### src/hw/rtl/ravg_pkg.sv
// Package for the ratiometric ADC averager: register map, fixed field widths,
// reset values and output limits. It depends on nothing else.
`timescale 1ns / 1ps

package ravg_pkg;

	// Fixed widths of configuration registers and result fields.
	localparam int COUNT_W = 7;
	localparam int REF_W   = 12;
	localparam int OUT_W   = 16;

	// Register port geometry.
	localparam int ADDR_W = 3;
	localparam int DATA_W = 32;

	localparam logic [ADDR_W-1:0] ADDR_COUNT = 3'd0;
	localparam logic [ADDR_W-1:0] ADDR_REF   = 3'd4;

	localparam logic [COUNT_W-1:0] COUNT_RESET = 7'd10;
	localparam logic [REF_W-1:0]   REF_RESET   = 12'd1200;

	// Saturation value of every millivolt field.
	localparam logic [OUT_W-1:0] OUT_MAX = 16'hFFFF;

endpackage

### src/hw/rtl/ravg_fifo.sv
// Short queue between the accumulating front end and the conversion back end.
// Generic width and depth; no package dependency.
`timescale 1ns / 1ps

module ravg_fifo #(
	parameter int WIDTH = 8,
	parameter int DEPTH = 2
) (
	input  logic             clk,
	input  logic             arst_n,
	input  logic             push,
	input  logic [WIDTH-1:0] wdata,
	input  logic             pop,
	output logic [WIDTH-1:0] rdata,
	output logic             full,
	output logic             empty
);

	localparam int AW = (DEPTH > 1) ? $clog2(DEPTH) : 1;
	localparam int CW = $clog2(DEPTH + 1);

	logic [WIDTH-1:0] mem_q [DEPTH];
	logic [AW-1:0]    wr_ptr_q;
	logic [AW-1:0]    rd_ptr_q;
	logic [CW-1:0]    fill_q;

	assign full  = (fill_q == CW'(DEPTH));
	assign empty = (fill_q == '0);
	assign rdata = mem_q[rd_ptr_q];

	always_ff @(posedge clk) begin
		if (push) begin
			mem_q[wr_ptr_q] <= wdata;
		end
	end

	always_ff @(posedge clk or negedge arst_n) begin
		if (!arst_n) begin
			wr_ptr_q <= '0;
			rd_ptr_q <= '0;
			fill_q   <= '0;
		end else begin
			if (push) begin
				wr_ptr_q <= (wr_ptr_q == AW'(DEPTH - 1)) ? '0 : wr_ptr_q + 1'b1;
			end
			if (pop) begin
				rd_ptr_q <= (rd_ptr_q == AW'(DEPTH - 1)) ? '0 : rd_ptr_q + 1'b1;
			end
			case ({push, pop})
				2'b10:   fill_q <= fill_q + 1'b1;
				2'b01:   fill_q <= fill_q - 1'b1;
				default: fill_q <= fill_q;
			endcase
		end
	end

endmodule

### src/hw/rtl/ravg_front.sv
// Front end of the averager: accepts scans, keeps the running sums and the
// scan count, and queues a finished block of sums. Uses ravg_pkg.
`timescale 1ns / 1ps

module ravg_front #(
	parameter int SAMPLE_BITS = 12,
	parameter int SUM_W       = 18,
	parameter int CNT_W       = 7
) (
	input  logic                   clk,
	input  logic                   arst_n,
	input  logic                   in_valid,
	output logic                   in_stall,
	input  logic [SAMPLE_BITS-1:0] sample_first,
	input  logic [SAMPLE_BITS-1:0] sample_second,
	input  logic [SAMPLE_BITS-1:0] sample_reference,
	input  logic [CNT_W-1:0]       scans_needed,
	input  logic [ravg_pkg::REF_W-1:0] ref_mv,
	input  logic                   queue_full,
	output logic                   push,
	output logic [CNT_W+ravg_pkg::REF_W+3*SUM_W-1:0] push_data
);

	logic [SUM_W-1:0] sum_first_q;
	logic [SUM_W-1:0] sum_second_q;
	logic [SUM_W-1:0] sum_ref_q;
	logic [CNT_W-1:0] scans_q;

	logic [SUM_W-1:0] sum_first_nx;
	logic [SUM_W-1:0] sum_second_nx;
	logic [SUM_W-1:0] sum_ref_nx;
	logic [CNT_W-1:0] scans_nx;
	logic             accept;
	logic             last_scan;

	assign in_stall = queue_full;
	assign accept   = in_valid && !queue_full;

	assign sum_first_nx  = sum_first_q + SUM_W'(sample_first);
	assign sum_second_nx = sum_second_q + SUM_W'(sample_second);
	assign sum_ref_nx    = sum_ref_q + SUM_W'(sample_reference);
	assign scans_nx      = scans_q + 1'b1;

	// The block closes once the count reaches or passes the current setting.
	assign last_scan = (scans_nx >= scans_needed);
	assign push      = accept && last_scan;
	assign push_data = {scans_needed, ref_mv, sum_ref_nx, sum_second_nx, sum_first_nx};

	always_ff @(posedge clk or negedge arst_n) begin
		if (!arst_n) begin
			sum_first_q  <= '0;
			sum_second_q <= '0;
			sum_ref_q    <= '0;
			scans_q      <= '0;
		end else if (accept) begin
			if (last_scan) begin
				sum_first_q  <= '0;
				sum_second_q <= '0;
				sum_ref_q    <= '0;
				scans_q      <= '0;
			end else begin
				sum_first_q  <= sum_first_nx;
				sum_second_q <= sum_second_nx;
				sum_ref_q    <= sum_ref_nx;
				scans_q      <= scans_nx;
			end
		end
	end

endmodule

### src/hw/rtl/ravg_div.sv
// Shared restoring divider, one quotient bit per cycle.
// Generic widths; no package dependency. The divisor must be nonzero.
`timescale 1ns / 1ps

module ravg_div #(
	parameter int NW = 30,
	parameter int DW = 18
) (
	input  logic          clk,
	input  logic          arst_n,
	input  logic          start,
	input  logic [NW-1:0] numer,
	input  logic [DW-1:0] denom,
	output logic          done,
	output logic [NW-1:0] quotient
);

	localparam int CW = $clog2(NW + 1);

	logic [NW-1:0] num_q;
	logic [DW-1:0] den_q;
	logic [DW-1:0] rem_q;
	logic [CW-1:0] cnt_q;
	logic          busy_q;
	logic          done_q;

	logic [DW:0]   trial;
	logic [DW:0]   diff;
	logic          fits;

	assign trial    = {rem_q, num_q[NW-1]};
	assign diff     = trial - {1'b0, den_q};
	assign fits     = (trial >= {1'b0, den_q});
	assign done     = done_q;
	assign quotient = num_q;

	// Quotient bits shift into the bottom of the numerator register.
	always_ff @(posedge clk) begin
		if (start) begin
			num_q <= numer;
			den_q <= denom;
			rem_q <= '0;
		end else if (busy_q) begin
			num_q <= {num_q[NW-2:0], fits};
			rem_q <= fits ? diff[DW-1:0] : trial[DW-1:0];
		end
	end

	always_ff @(posedge clk or negedge arst_n) begin
		if (!arst_n) begin
			cnt_q  <= '0;
			busy_q <= 1'b0;
			done_q <= 1'b0;
		end else begin
			done_q <= 1'b0;
			if (start) begin
				cnt_q  <= CW'(NW);
				busy_q <= 1'b1;
			end else if (busy_q) begin
				cnt_q <= cnt_q - 1'b1;
				if (cnt_q == CW'(1)) begin
					busy_q <= 1'b0;
					done_q <= 1'b1;
				end
			end
		end
	end

endmodule

### src/hw/rtl/ravg_back.sv
// Back end of the averager: takes a block of sums from the queue, runs up to six
// divisions on the shared divider and holds the result beat. Uses ravg_pkg
// and ravg_div.
`timescale 1ns / 1ps

module ravg_back #(
	parameter int SAMPLE_BITS = 12,
	parameter int SUM_W       = 18,
	parameter int CNT_W       = 7
) (
	input  logic clk,
	input  logic arst_n,
	input  logic queue_empty,
	input  logic [CNT_W+ravg_pkg::REF_W+3*SUM_W-1:0] queue_data,
	output logic queue_pop,
	output logic out_valid,
	input  logic out_stall,
	output logic [ravg_pkg::OUT_W-1:0] first_millivolts,
	output logic [ravg_pkg::OUT_W-1:0] second_millivolts,
	output logic [ravg_pkg::OUT_W-1:0] supply_millivolts,
	output logic reference_zero
);

	localparam int REF_W = ravg_pkg::REF_W;
	localparam int OUT_W = ravg_pkg::OUT_W;
	localparam int NW    = SUM_W + REF_W;
	localparam int DW    = SUM_W;

	localparam logic [1:0] ST_IDLE  = 2'd0;
	localparam logic [1:0] ST_ISSUE = 2'd1;
	localparam logic [1:0] ST_WAIT  = 2'd2;
	localparam logic [1:0] ST_EMIT  = 2'd3;

	localparam logic [2:0] STEP_AVG_REF    = 3'd0;
	localparam logic [2:0] STEP_AVG_FIRST  = 3'd1;
	localparam logic [2:0] STEP_AVG_SECOND = 3'd2;
	localparam logic [2:0] STEP_MV_FIRST   = 3'd3;
	localparam logic [2:0] STEP_MV_SECOND  = 3'd4;
	localparam logic [2:0] STEP_MV_SUPPLY  = 3'd5;

	logic [1:0]       state_q;
	logic [2:0]       step_q;
	logic             zero_q;
	logic [SUM_W-1:0] sum_first_q;
	logic [SUM_W-1:0] sum_second_q;
	logic [SUM_W-1:0] sum_ref_q;
	logic [CNT_W-1:0] scans_q;
	logic [REF_W-1:0] ref_q;
	logic [SUM_W-1:0] avg_first_q;
	logic [SUM_W-1:0] avg_second_q;
	logic [SUM_W-1:0] avg_ref_q;
	logic [OUT_W-1:0] mv_first_q;
	logic [OUT_W-1:0] mv_second_q;
	logic [OUT_W-1:0] mv_supply_q;
	logic             out_valid_q;
	logic [OUT_W-1:0] out_first_q;
	logic [OUT_W-1:0] out_second_q;
	logic [OUT_W-1:0] out_supply_q;
	logic             out_zero_q;

	logic             div_start;
	logic [NW-1:0]    div_numer;
	logic [DW-1:0]    div_denom;
	logic             div_done;
	logic [NW-1:0]    div_quot;
	logic [SUM_W-1:0] mul_a;
	logic [NW-1:0]    product;
	logic [OUT_W-1:0] quot_sat;
	logic             out_free;

	assign queue_pop = (state_q == ST_IDLE) && !queue_empty;
	assign div_start = (state_q == ST_ISSUE);
	assign out_free  = !out_valid_q || !out_stall;

	// One multiplier serves both channel conversions; the divider registers it.
	assign mul_a   = (step_q == STEP_MV_FIRST) ? avg_first_q : avg_second_q;
	assign product = NW'(mul_a) * NW'(ref_q);

	always_comb begin
		div_numer = NW'(sum_ref_q);
		div_denom = DW'(scans_q);
		case (step_q)
			STEP_AVG_REF: begin
				div_numer = NW'(sum_ref_q);
				div_denom = DW'(scans_q);
			end
			STEP_AVG_FIRST: begin
				div_numer = NW'(sum_first_q);
				div_denom = DW'(scans_q);
			end
			STEP_AVG_SECOND: begin
				div_numer = NW'(sum_second_q);
				div_denom = DW'(scans_q);
			end
			STEP_MV_FIRST, STEP_MV_SECOND: begin
				div_numer = product;
				div_denom = avg_ref_q;
			end
			STEP_MV_SUPPLY: begin
				div_numer = NW'({ref_q, {SAMPLE_BITS{1'b0}}});
				div_denom = avg_ref_q;
			end
			default: begin
				div_numer = NW'(sum_ref_q);
				div_denom = DW'(scans_q);
			end
		endcase
	end

	assign quot_sat = (div_quot > NW'(ravg_pkg::OUT_MAX)) ? ravg_pkg::OUT_MAX
		: div_quot[OUT_W-1:0];

	ravg_div #(
		.NW(NW),
		.DW(DW)
	) u_div (
		.clk     (clk),
		.arst_n  (arst_n),
		.start   (div_start),
		.numer   (div_numer),
		.denom   (div_denom),
		.done    (div_done),
		.quotient(div_quot)
	);

	always_ff @(posedge clk) begin
		if (queue_pop) begin
			{scans_q, ref_q, sum_ref_q, sum_second_q, sum_first_q} <= queue_data;
		end
		if ((state_q == ST_WAIT) && div_done) begin
			case (step_q)
				STEP_AVG_REF:    avg_ref_q    <= div_quot[SUM_W-1:0];
				STEP_AVG_FIRST:  avg_first_q  <= div_quot[SUM_W-1:0];
				STEP_AVG_SECOND: avg_second_q <= div_quot[SUM_W-1:0];
				STEP_MV_FIRST:   mv_first_q   <= quot_sat;
				STEP_MV_SECOND:  mv_second_q  <= quot_sat;
				STEP_MV_SUPPLY:  mv_supply_q  <= quot_sat;
				default:         avg_ref_q    <= avg_ref_q;
			endcase
		end
		if ((state_q == ST_EMIT) && out_free) begin
			out_first_q  <= zero_q ? ravg_pkg::OUT_MAX : mv_first_q;
			out_second_q <= zero_q ? ravg_pkg::OUT_MAX : mv_second_q;
			out_supply_q <= zero_q ? ravg_pkg::OUT_MAX : mv_supply_q;
			out_zero_q   <= zero_q;
		end
	end

	always_ff @(posedge clk or negedge arst_n) begin
		if (!arst_n) begin
			state_q     <= ST_IDLE;
			step_q      <= STEP_AVG_REF;
			zero_q      <= 1'b0;
			out_valid_q <= 1'b0;
		end else begin
			// A new beat replaces the old one in the cycle the old one leaves.
			if ((state_q == ST_EMIT) && out_free) begin
				out_valid_q <= 1'b1;
			end else if (out_valid_q && !out_stall) begin
				out_valid_q <= 1'b0;
			end
			case (state_q)
				ST_IDLE: begin
					if (!queue_empty) begin
						step_q  <= STEP_AVG_REF;
						zero_q  <= 1'b0;
						state_q <= ST_ISSUE;
					end
				end
				ST_ISSUE: begin
					state_q <= ST_WAIT;
				end
				ST_WAIT: begin
					if (div_done) begin
						if ((step_q == STEP_AVG_REF) && (div_quot == '0)) begin
							zero_q  <= 1'b1;
							state_q <= ST_EMIT;
						end else if (step_q == STEP_MV_SUPPLY) begin
							state_q <= ST_EMIT;
						end else begin
							step_q  <= step_q + 1'b1;
							state_q <= ST_ISSUE;
						end
					end
				end
				ST_EMIT: begin
					if (out_free) begin
						state_q <= ST_IDLE;
					end
				end
				default: begin
					state_q <= ST_IDLE;
				end
			endcase
		end
	end

	assign out_valid         = out_valid_q;
	assign first_millivolts  = out_first_q;
	assign second_millivolts = out_second_q;
	assign supply_millivolts = out_supply_q;
	assign reference_zero    = out_zero_q;

endmodule

### src/hw/rtl/ratiometric_adc_averager_unit.sv
// Top level of the ratiometric ADC averager: register port, front end, queue
// and back end. Uses ravg_pkg, ravg_front, ravg_fifo and ravg_back.
`timescale 1ns / 1ps

// Channel   | Direction | Handshake           | Beat contents
// ----------+-----------+---------------------+--------------------------------------------
// scan in   | input     | in_valid / in_stall | sample_first, sample_second, sample_reference
// result    | output    | out_valid/out_stall | first/second/supply_millivolts, reference_zero
// registers | input     | psel/penable/pready | average_count at 0x0, reference_millivolts at 0x4
//
// A scan that does not close an averaging block only adds to the running sums. A closing
// scan hands its sums to a two-entry queue; the back end then takes one block at a time
// and runs up to six divisions on one shared divider (a zero reference average ends the
// block after the first), which sets the result rate. Reset clears the sums, the scan
// count, the queue and the result beat, and loads the register reset values. in_stall
// rises only while the queue is full, and a result beat stalled at the output holds while
// the back end starts the next one.

module ratiometric_adc_averager_unit #(
	parameter int SAMPLE_BITS = 12,
	parameter int MAX_AVERAGE = 64
) (
	input  logic clk,
	input  logic arst_n,

	input  logic                            psel,
	input  logic                            penable,
	input  logic                            pwrite,
	input  logic [ravg_pkg::ADDR_W-1:0]     paddr,
	input  logic [ravg_pkg::DATA_W-1:0]     pwdata,
	output logic [ravg_pkg::DATA_W-1:0]     prdata,
	output logic                            pready,

	input  logic                   in_valid,
	output logic                   in_stall,
	input  logic [SAMPLE_BITS-1:0] sample_first,
	input  logic [SAMPLE_BITS-1:0] sample_second,
	input  logic [SAMPLE_BITS-1:0] sample_reference,

	output logic                         out_valid,
	input  logic                         out_stall,
	output logic [ravg_pkg::OUT_W-1:0]   first_millivolts,
	output logic [ravg_pkg::OUT_W-1:0]   second_millivolts,
	output logic [ravg_pkg::OUT_W-1:0]   supply_millivolts,
	output logic                         reference_zero
);

	// A block never holds more than MAX_AVERAGE scans, so the sums cannot wrap.
	localparam int CNT_W   = $clog2(MAX_AVERAGE + 1);
	localparam int SUM_W   = SAMPLE_BITS + $clog2(MAX_AVERAGE);
	localparam int ENTRY_W = CNT_W + ravg_pkg::REF_W + 3 * SUM_W;

	logic [ravg_pkg::COUNT_W-1:0] count_q;
	logic [ravg_pkg::REF_W-1:0]   ref_q;

	logic               cfg_write;
	logic [CNT_W-1:0]   scans_needed;
	logic               queue_push;
	logic               queue_pop;
	logic               queue_full;
	logic               queue_empty;
	logic [ENTRY_W-1:0] queue_wdata;
	logic [ENTRY_W-1:0] queue_rdata;

	assign pready    = 1'b1;
	assign cfg_write = psel && penable && pwrite;

	always_ff @(posedge clk or negedge arst_n) begin
		if (!arst_n) begin
			count_q <= ravg_pkg::COUNT_RESET;
			ref_q   <= ravg_pkg::REF_RESET;
		end else if (cfg_write) begin
			case (paddr)
				ravg_pkg::ADDR_COUNT: count_q <= pwdata[ravg_pkg::COUNT_W-1:0];
				ravg_pkg::ADDR_REF:   ref_q   <= pwdata[ravg_pkg::REF_W-1:0];
				default:              count_q <= count_q;
			endcase
		end
	end

	always_comb begin
		case (paddr)
			ravg_pkg::ADDR_COUNT: prdata = ravg_pkg::DATA_W'(count_q);
			ravg_pkg::ADDR_REF:   prdata = ravg_pkg::DATA_W'(ref_q);
			default:              prdata = '0;
		endcase
	end

	// A count of zero behaves as one, and counts above the limit are clamped.
	always_comb begin
		if (count_q == '0) begin
			scans_needed = CNT_W'(1);
		end else if (32'(count_q) > 32'(MAX_AVERAGE)) begin
			scans_needed = CNT_W'(MAX_AVERAGE);
		end else begin
			scans_needed = CNT_W'(count_q);
		end
	end

	ravg_front #(
		.SAMPLE_BITS(SAMPLE_BITS),
		.SUM_W      (SUM_W),
		.CNT_W      (CNT_W)
	) u_front (
		.clk             (clk),
		.arst_n          (arst_n),
		.in_valid        (in_valid),
		.in_stall        (in_stall),
		.sample_first    (sample_first),
		.sample_second   (sample_second),
		.sample_reference(sample_reference),
		.scans_needed    (scans_needed),
		.ref_mv          (ref_q),
		.queue_full      (queue_full),
		.push            (queue_push),
		.push_data       (queue_wdata)
	);

	ravg_fifo #(
		.WIDTH(ENTRY_W),
		.DEPTH(2)
	) u_fifo (
		.clk   (clk),
		.arst_n(arst_n),
		.push  (queue_push),
		.wdata (queue_wdata),
		.pop   (queue_pop),
		.rdata (queue_rdata),
		.full  (queue_full),
		.empty (queue_empty)
	);

	ravg_back #(
		.SAMPLE_BITS(SAMPLE_BITS),
		.SUM_W      (SUM_W),
		.CNT_W      (CNT_W)
	) u_back (
		.clk              (clk),
		.arst_n           (arst_n),
		.queue_empty      (queue_empty),
		.queue_data       (queue_rdata),
		.queue_pop        (queue_pop),
		.out_valid        (out_valid),
		.out_stall        (out_stall),
		.first_millivolts (first_millivolts),
		.second_millivolts(second_millivolts),
		.supply_millivolts(supply_millivolts),
		.reference_zero   (reference_zero)
	);

endmodule

### config.mk
export PLATFORM = sky130hd
export DESIGN_NAME = ratiometric_adc_averager_unit
export DESIGN_NICKNAME = d
export VERILOG_FILES = /design/src/hw/rtl/ravg_pkg.sv /design/src/hw/rtl/ravg_fifo.sv /design/src/hw/rtl/ravg_front.sv /design/src/hw/rtl/ravg_div.sv /design/src/hw/rtl/ravg_back.sv /design/src/hw/rtl/ratiometric_adc_averager_unit.sv
export SDC_FILE = /design/constraint.sdc
export NUM_CORES = 1
export LEC_CHECK = 0
export ABC_AREA = 0
export BUFFER_PORTS_ARGS = -buffer_cell sky130_fd_sc_hd__buf_4
export CORE_MARGIN = 2
export CORE_UTILIZATION = 30
export CTS_CLUSTER_DIAMETER = 100
export DETAILED_ROUTE_END_ITERATION = 8
export PLACE_DENSITY = 0.46
export SKIP_CTS_REPAIR_TIMING = 1
export SLEW_MARGIN = 20
export SYNTH_ARGS = -nofsm -noshare
export SYNTH_HDL_FRONTEND = slang
export SYNTH_SLANG_ARGS = --single-unit
### constraint.sdc
create_clock -name clk -period 9.15 [get_ports clk]
set_clock_uncertainty 0.15 [all_clocks]
set_input_delay 0.915 -clock clk [delete_from_list [all_inputs] [get_ports clk]]
set_output_delay 0.915 -clock clk [all_outputs]
set_load 0.02 [all_outputs]
; Word level (Yosys, flattened, before mapping)
; Memory sizes are Yosys's and may differ from the RTL's. A register that Yosys moved wholly into a read port is not among the register bits.
; Index checks and enable logic that the tools add are counted.
[op_classes]
add_sub_neg = 11
mul = 1
n_lt_le_gt_ge = 4
n_eq_ne = 19
muxes = 44
reduce_logical = 37
[op_table]
columns = cell, n
row1 = 30-bit one-hot mux with 4 select lines, 1
row2 = 18-bit two-way mux, 5
row3 = 30-bit two-way mux, 2
row4 = 18-bit by 12-bit adder with 18-bit output, 3
row5 = 30-bit by 16-bit > comparator with 1-bit output (second input constant), 1
row6 = 30-bit logical NOT, 1
row7 = 18-bit by 12-bit multiplier with 30-bit output, 1
row8 = 7-bit two-way mux, 4
row9 = 12-bit one-hot mux with 2 select lines, 1
row10 = 19-bit by 18-bit greater-or-equal comparator with 1-bit output, 1
row11 = 18-bit subtractor, 1
row12 = 16-bit two-way mux, 1
row13 = 2-bit AND reduction, 8
row14 = 1-bit two-way mux, 15
row15 = 3-bit two-way mux, 4
row16 = 2-bit two-way mux, 5
row17 = 5-bit two-way mux, 2
row18 = 2-bit != test (second input constant), 5
row19 = 3-bit == test (second input constant), 3
row20 = 1-bit logical AND, 9
row21 = 2-bit == test (second input constant), 4
row22 = 2-bit one-hot mux with 4 select lines, 1
row23 = 2-bit nonzero test, 4
row24 = 7-bit by 1-bit adder with 7-bit output (second input constant), 1
row25 = other kinds (25), 33
[totals]
register_bits = 315
ram_bits = 146
inputBits = 78
out_inout_bits = 84
word_cells = 147
memories = 1
[memory_table]
columns = memory, depth, word_bits, read_ports, rd_clocked_by_memory_dff, write_ports, line
row1 = u_fifo.mem_q, 2, 73, 1, 1, 1, ravg_fifo.sv:22  ; logic [WIDTH-1:0] mem_q [DEPTH];

; Longest topological paths before layout
; Gate-level depths: netlist (run 1).
[depth]
depth_word = 7
depth_mapped = 27

; Modules after synthesis
; From an unflattened synthesis (run 1), not the netlist that was laid out.
[unflattened]
cells_unflattened = 2646
area_unflattened_um2 = 31467.7
[modules_own_cells]
columns = mod, n_inst, cells_per_inst, area_per_inst_um2, seq_area_each_um2
row1 = ravg_back, 1, 1356, 15622.5, 6901.6
row2 = ravg_fifo, 1, 243, 5699.2, 4484.3
row3 = ravg_front, 1, 596, 5007.3, 1526.5
row4 = ravg_div, 1, 352, 3961.3, 1976.9
row5 = ratiometric_adc_averager_unit, 1, 99, 1177.4, 483.0

; Least setup slack after synthesis (run 1)
; No wires, ideal clock.
[synth_timing]
path_type = reg-to-reg
startpoint = reg u_back.state_q[1]
endpoint = reg u_fifo.fill_q[1]
setup_ns = 0.079
t_arrival_ns = 6.961
required_ns = 8.921
setup_slack_ns = 1.960
path_stages_with_launch = 6
n_path_buf = 1
period_less_slack_ns = 7.190
path_cell_list = dfrtp_1 clkbuf_1 nor3_1 ha_1 nor2_1 xor2_1
[synth_via]
elab_chain_cells = 4
word_cells_on_any_way = 6
classes_between = 2 x eq/ne / 1 x mux / 3 x reduce/logical
[synth_lines]
columns = item, line
row1 = from (decl), ravg_back.sv:41  ; logic [1:0] state_q;
row2 = from (signal assigned), ravg_back.sv:151  ; state_q <= ST_IDLE;
row3 = from (signal assigned), ravg_back.sv:167  ; state_q <= ST_ISSUE;
row4 = from (signal assigned), ravg_back.sv:171  ; state_q <= ST_WAIT;
row5 = 2-bit logical NOT (*), ravg_back.sv:71  ; assign queue_pop = (state_q == ST_IDLE) && !queue_empty;
row6 = 1-bit logical AND (*), ravg_back.sv:71
row7 = net queue_pop, ratiometric_adc_averager_unit.sv:59  ; logic queue_pop;
row8 = 2-bit by 1-bit == test with 1-bit output or 2-bit == test (tied branches), ravg_fifo.sv:49  ; case ({push, pop})
row9 = 2-bit one-hot mux with 2 select lines or 2-bit nonzero test (tied branches), --
row10 = to (signal assigned), ravg_fifo.sv:50  ; 2'b10: fill_q <= fill_q + 1'b1;
row11 = to (signal assigned), ravg_fifo.sv:51  ; 2'b01: fill_q <= fill_q - 1'b1;
row12 = to (signal assigned), ravg_fifo.sv:52  ; default: fill_q <= fill_q;
row13 = to (decl), ravg_fifo.sv:25  ; logic [CW-1:0] fill_q;
; Mark *: on every way through the listed nets, which the timed path passes. The rest lies on a longest branch.
; A chain may end at the register's enable or synchronous reset.

; Worst setup path after layout (run 1)
[layout_timing]
startpoint = reg u_back.step_q[2]
endpoint = reg u_back.u_div.num_q[25], in the netlist u_back.u_div.quotient[25] (data pin)
[layout_via]
elab_chain_cells = 5
word_cells_on_any_way = 10
classes_between = 1 x mul / 5 x eq/ne / 3 x mux / 1 x reduce/logical
[layout_lines]
columns = item, line
row1 = from (decl), ravg_back.sv:42  ; logic [2:0] step_q;
row2 = from (signal assigned), ravg_back.sv:181  ; step_q <= step_q + 1'b1;
row3 = 3-bit by 2-bit == test with 1-bit output, "ravg_back.sv:76, ravg_back.sv:82"
row4 = 18-bit two-way mux, ravg_back.sv:76  ; assign mul_a = (step_q == STEP_MV_FIRST) ? avg_first_q : avg_second_q;
row5 = 18-bit by 12-bit multiplier with 30-bit output, ravg_back.sv:77  ; assign product = NW'(mul_a) * NW'(ref_q);
row6 = 30-bit one-hot mux with 4 select lines (*), ravg_back.sv:82  ; case (step_q)
row7 = 30-bit two-way mux (*), ravg_div.sv:39  ; if (start) begin
row8 = to (signal assigned), ravg_div.sv:40  ; num_q <= numer;
row9 = to (signal assigned), ravg_div.sv:44  ; num_q <= {num_q[NW-2:0], fits};
row10 = to (decl), ravg_div.sv:20  ; logic [NW-1:0] num_q;
; Mark *: on every way between the ends. The rest lies on a longest branch, timed or not.

==> results.toml, run 1 <==
[outcome]
outcome = "finished clean"

[global_routing]
grt_overflow = 0
grt_pass1_vias = 20700
grtUsageTotal_pct = 15.1
grt_max_degree = 61
grt_pass1_wl_mm = 122
antenna_found_initial = 1

[yosys]
synth_top_area_share_pct = 41.3
netlist-cell-type-count = 87
yosysWarnings = 0
synthArstFlopShare_pct = 18.4
synth_edf_count = 418
syn-mean-instance-area_um2 = 11.8
synth_flop_cell = "edfxtp_1"
yosys.area.top_type = "edfxtp_1"
synth_most_common_cell = "edfxtp_1"
ys_top_cells_by_count = "edfxtp_1 (418), nand2_1 (305), inv_1 (267)"
synthesis.area_um2 = 30400
synth_area_leaders = "edfxtp_1 (41%), fa_1 (11%), dfrtp_1 (7.6%)"
yosysSeqAreaShare_pct = 50.5
ys_seq_elements = 534
synthCells = 2578

[critical_path]
cp.arrival_ps = 7620
worst-path-max-fanout = 20
end_kind = "register"
r2r_start = "u_back.step_q[2]"
worstSetupStartpoint = "u_back.step_q[2]"
critPathKind = "register to register"
endpoint = "u_back.u_div.quotient[25]"
start_kind = "register"
r2r_slack_ps = 1750
r2r-end = "u_back.u_div.quotient[25]"
crit_slowest_cell = "fa_1"
path_cells = "buf_4 > inv_1 > ha_1 > buf_4 > mux2_2 > and2_1 > fa_1 > inv_1 > fa_1 > inv_1 > fa_1 > fa_1 > inv_1 > fa_1 > inv_1 > ha_1 > nand4_1 > nor4_1 > nor2_1 > a32oi_1 > a31oi_1 > xor2_1 > o21ai_0"
r2r_cells = 23
worstPathRequired_ps = 9370
max_stage_delay_ps = 550

[clock_tree]
cts_tree = "built"
cts_buffers = 61
cts_root_buf = "clkbuf_16"
clk_pin_slew_ps = 60
cts_max_level = 2
clk_latency_ps = 670
clk_path_buf_depth = 3
cts_sinks = 534

[sta]
tns_ps = 0
max_freq_mhz = 135
final_hold_viol_count = 0
period_share_pct = 80.9
min_period_ps = 7400
drv_slew = 0
setup_viol = 0
hold-worst-slack_ps = 158
worst_pin_slew_ps = 1050
slew_headroom_pct = 29.8
rsz0062_at_grt = "no"

[floorplan]
die_x_um = 322
start_util_pct = 30.3
row_count = 116
die_h_um = 322
boundaryPins = 162
core_um2 = 100000
die-area_um2 = 104000

[place]
dp_hpwl_mm = 54.8
io_buffers = 120
placed_cells = 3963
gp_congestion = 0.814

[cells_and_area]
area_growth_pct = 14.2
largest_reg_flops = 146
instances_no_fill = 4077
nFillCells = 9932
num_antenna_cells = 0
fin_nets = 3049
top_register = "u_fifo.mem_q"
drive_above_1_share_pct = 17.3

[routing]
drt_iter0_drc = 1321
routed_wl_mm = 77.7
antenna_left = 0
drc = 0
firstDrtPassIters = 5
dr_total_vias = 19500
vias_per_cell = 4.79
routedWlPerCell_um = 19.1

[hold_path]
hp-class = "input port to async pin"

[flow_run]
max_cap_violations = 0
## worst min path at each step
stage,startpoint,end,slack (ps),cells after the start
global placement,u_front.sum_first_q[4],u_front.sum_first_q[4],300,2
finish,arst_n,u_front.sum_second_q[10],160,1
floorplan,u_front.sum_first_q[11],u_front.sum_first_q[11],290,2
CTS,arst_n,u_front.sum_second_q[10],140,1
detailed placement,u_front.sum_second_q[4],u_front.sum_second_q[4],320,2
global route,arst_n,u_front.sum_second_q[10],180,1
## worst max-delay path, delay by kind of cell, from the launching register on
kind	cells	cell delay (ps)
and+or+nand+nor	4	980
muxes	1	500
buffers and inverters	7	830
DFF	1	350
adders and majority gates	7	3350
xor gates and xnor gates	1	190
AOI/OAI and AO/OA	3	760
## layout make-up
cell class,instances,area [um2],share of cell area [%]
sequential,534,15400,44.2
inverter,267,1000,2.88
multi-input combinational,1657,13500,38.9
clock buffer,82,1720,4.94
clock inverter,32,329,0.947
timing repair buffer,148,1110,3.20
tap,1357,1700,4.89
## stage by stage
| stage | utilization [%] | setup slack [ps] | cell area [um2] |
|---|---|---|---|
| 2_1_floorplan | - | 1960 | 30500 |
| 3_3_place_gp | 32.6 | 1800 | 32700 |
| 3_5_place_dp | 32.6 | 1780 | 32700 |
| 4_1_cts | 34.7 | 1790 | 34800 |
| 5_1_grt | 34.7 | 1310 | 34800 |
| 6_report | 34.7 | 1750 | 34800 |
## cell usage in the layout, fill, tap and decap left out, types with 9 or more instances in the layout
cell,netlist,routed
a211oi_1,16,16
a21o_1,32,32
a21oi_1,67,66
a222oi_1,9,9
a22o_1,20,20
a31oi_1,30,30
and2_1,70,70
and3_1,25,24
buf_4,22,148
clkbuf_1,93,12
clkbuf_16,0,63
clkinv_2,0,14
conb_1,2,21
dfrtp_1,92,90
dfxtp_1,18,18
edfxtp_1,418,418
fa_1,164,164
ha_1,138,138
inv_1,267,267
mux2_2,119,119
nand2_1,305,304
nand2b_1,10,10
nand3_1,44,44
nand4_1,12,12
nor2_1,97,96
nor2b_1,28,28
nor3_1,18,17
o211ai_1,12,12
o21a_1,14,14
o21ai_0,100,99
o21ai_1,12,12
o31ai_1,14,14
or2_2,69,69
or3_1,10,10
xnor2_1,68,68
xor2_1,25,25
## layer usage
metal / up-vias / global-route usage [%] / part of all wire, %
li1: 9081 / - / -
met1: 9961 / 20.2 / 45
met2: 390 / 25.8 / 49
met3: 97 / 2.27 / 4.3
met4: 0 / 3.66 / 1.9
met5: - / 0 / 0
## cell families after synthesis
kind of cell / count (synthesis) / synth area share [%]
AND/OR/NAND/NOR: 716 / 11.3
buffers and inverters: 406 / 5.39
flip-flops: 534 / 50.5
multiplexers: 127 / 4.67
other: 2 / 0.0247
AO/OA/AOI/OAI: 398 / 8.92
XOR/XNOR: 93 / 2.68
adder cells (fa/ha/maj): 302 / 16.5
Power of run 1 is left out: the tool's default activity adds up to more than one toggle a clock period on the data nets, which glitch-free logic cannot reach.
==> inputs of run 2 (changes only) <==
==> constraint.sdc (replaced) <==
create_clock -name clk -period 7.45 [get_ports clk]
set_clock_uncertainty 0.15 [all_clocks]
set_input_delay 0.745 -clock clk [delete_from_list [all_inputs] [get_ports clk]]
set_output_delay 0.745 -clock clk [all_outputs]
set_load 0.02 [all_outputs]
==> run 2 against run 1 <==
Maximum frequency increased by 4.3%. Largest cell class unchanged. First-iteration DRC count decreased by 14%. Critical path depth decreased by 2. Routed wire length decreased by 0.82%. Cell count increased by 0.29%. Flip-flop and latch count unchanged. Register-to-register slack got worse by 1400 ps. Global-route usage about the same. Design area increased by 0.36%. Sequential share of layout area decreased by 0.16 points.
==> results.toml, run 2 (synthesis results as in run 1) <==
[clock_tree]
clk_pin_slew_ps = 60
cts_sinks = 534
clk_path_buf_depth = 3
cts_max_level = 2
cts_buffers = 60
clk_latency_ps = 680
cts_tree = "built"
cts_root_buf = "clkbuf_16"

[cells_and_area]
final_common_cell = "edfxtp_1"
final_core_util_pct = 34.8
top_register = "u_fifo.mem_q"
instances_no_fill = 4089
drive_above_1_share_pct = 17.5
area_growth_pct = 14.6
fin_area_um2 = 34900
fin_nets = 3061
final_cell_mix = "edfxtp_1 (418), nand2_1 (304), inv_1 (267), fa_1 (164), buf_4 (160)"
largest_reg_flops = 146

[sta]
rsz0062_at_grt = "no"
max_freq_mhz = 141
period_share_pct = 95.2
min_period_ps = 7090
drv_slew = 0
slew_headroom_pct = 28.4
final_hold_viol_count = 0
setup_viol = 0
worst_pin_slew_ps = 1070
tns_ps = 0

[floorplan]
die-area_um2 = 104000
row_count = 116
die_h_um = 322
start_util_pct = 30.3
die_x_um = 322
core_um2 = 100000
boundaryPins = 162

[routing]
antenna_left = 0
vias_per_cell = 4.76
routedWlPerCell_um = 18.9
dr_total_vias = 19500
firstDrtPassIters = 5
routed_wl_mm = 77.1
drt_iter0_drc = 1133
drc = 0

[critical_path]
critPathTopFamily = "adder cells"
start_kind = "register"
critPathMostFrequentCell = "fa_1"
end_kind = "register"
r2r_start = "u_back.step_q[0]"
worstPathRequired_ps = 7670
cp.arrival_ps = 7320
worstSetupStartpoint = "u_back.step_q[0]"
path_cells = "ha_1 > ha_2 > buf_4 > mux2_2 > nand2_1 > fa_1 > fa_1 > inv_1 > fa_1 > fa_1 > inv_1 > fa_1 > inv_1 > ha_1 > a21oi_1 > inv_1 > o41ai_2 > a32oi_1 > a31oi_1 > xor2_1 > o21ai_0"
critPathKind = "register to register"
crit_buf_inv = 5
worst-path-max-fanout = 14
crit_slowest_cell = "fa_1"
max_stage_delay_ps = 550

[place]
placed_cell_area_um2 = 32800
dp_hpwl_mm = 54.9
io_buffers = 120
placed_cells = 3975
gp_congestion = 0.822

[flow_run]
max_cap_violations = 0

[global_routing]
grt_overflow = 0
antenna_found_initial = 1
grt_max_degree = 61
grt_pass1_wl_mm = 122
grt_pass1_vias = 20500
grtUsageTotal_pct = 15.1

[outcome]
outcome = "finished clean"

[hold_path]
hp-class = "input port to register"
hold_start = "pwdata[7]"
==> run 2: cell count changes in the layout (fill, tap and decap cells not counted), moves of 3 or more <==
cell	change
clkinvlp_4	+3
buf_4	+12
bufinv_16	+3
clkbuf_8	-3
clkinv_2	-7
==> run 2: routing by layer <==
metal	track usage, %	routed length [um]
met4	3.32	1250
met1	20.5	35300
met3	2.03	3310
met2	25.8	37200
met5	0	0
==> run 2: cell type report <==
class                      instances  area [um2]
multi-input combinational       1657       13500
sequential                       534       15400
timing repair buffer             161        1210
fill                            9848       65400
inverter                         267        1000
clock buffer                      79        1630
clock inverter                    33         425
antenna                            1        2.50
tap                             1357        1700
==> run 2: final timing paths <==
check                      cells past startpoint                   endpoint  slack, ps
max                                           21  u_back.u_div.quotient[25]        360
min                                            2                   ref_q[7]        190
max reg2reg                                   21  u_back.u_div.quotient[25]        360
min reg2reg                                    2    u_front.sum_first_q[11]        330
max in group asynchronous                      3            u_fifo.rd_ptr_q       5250
min in group asynchronous                      2   u_front.sum_second_q[10]        490
==> run 2: per-stage QoR <==
| stage | hold WS, ps | worst slack [ps] |
|---|---|---|
| 2_1_floorplan | 293 | 260 |
| 3_3_place_gp | 310 | 281 |
| 3_5_place_dp | 316 | 156 |
| 4_1_cts | -57.0 | 173 |
| 5_1_grt | 155 | 15.0 |
| 6_report | 190 | 356 |
Power of run 2 is left out for the same reason.
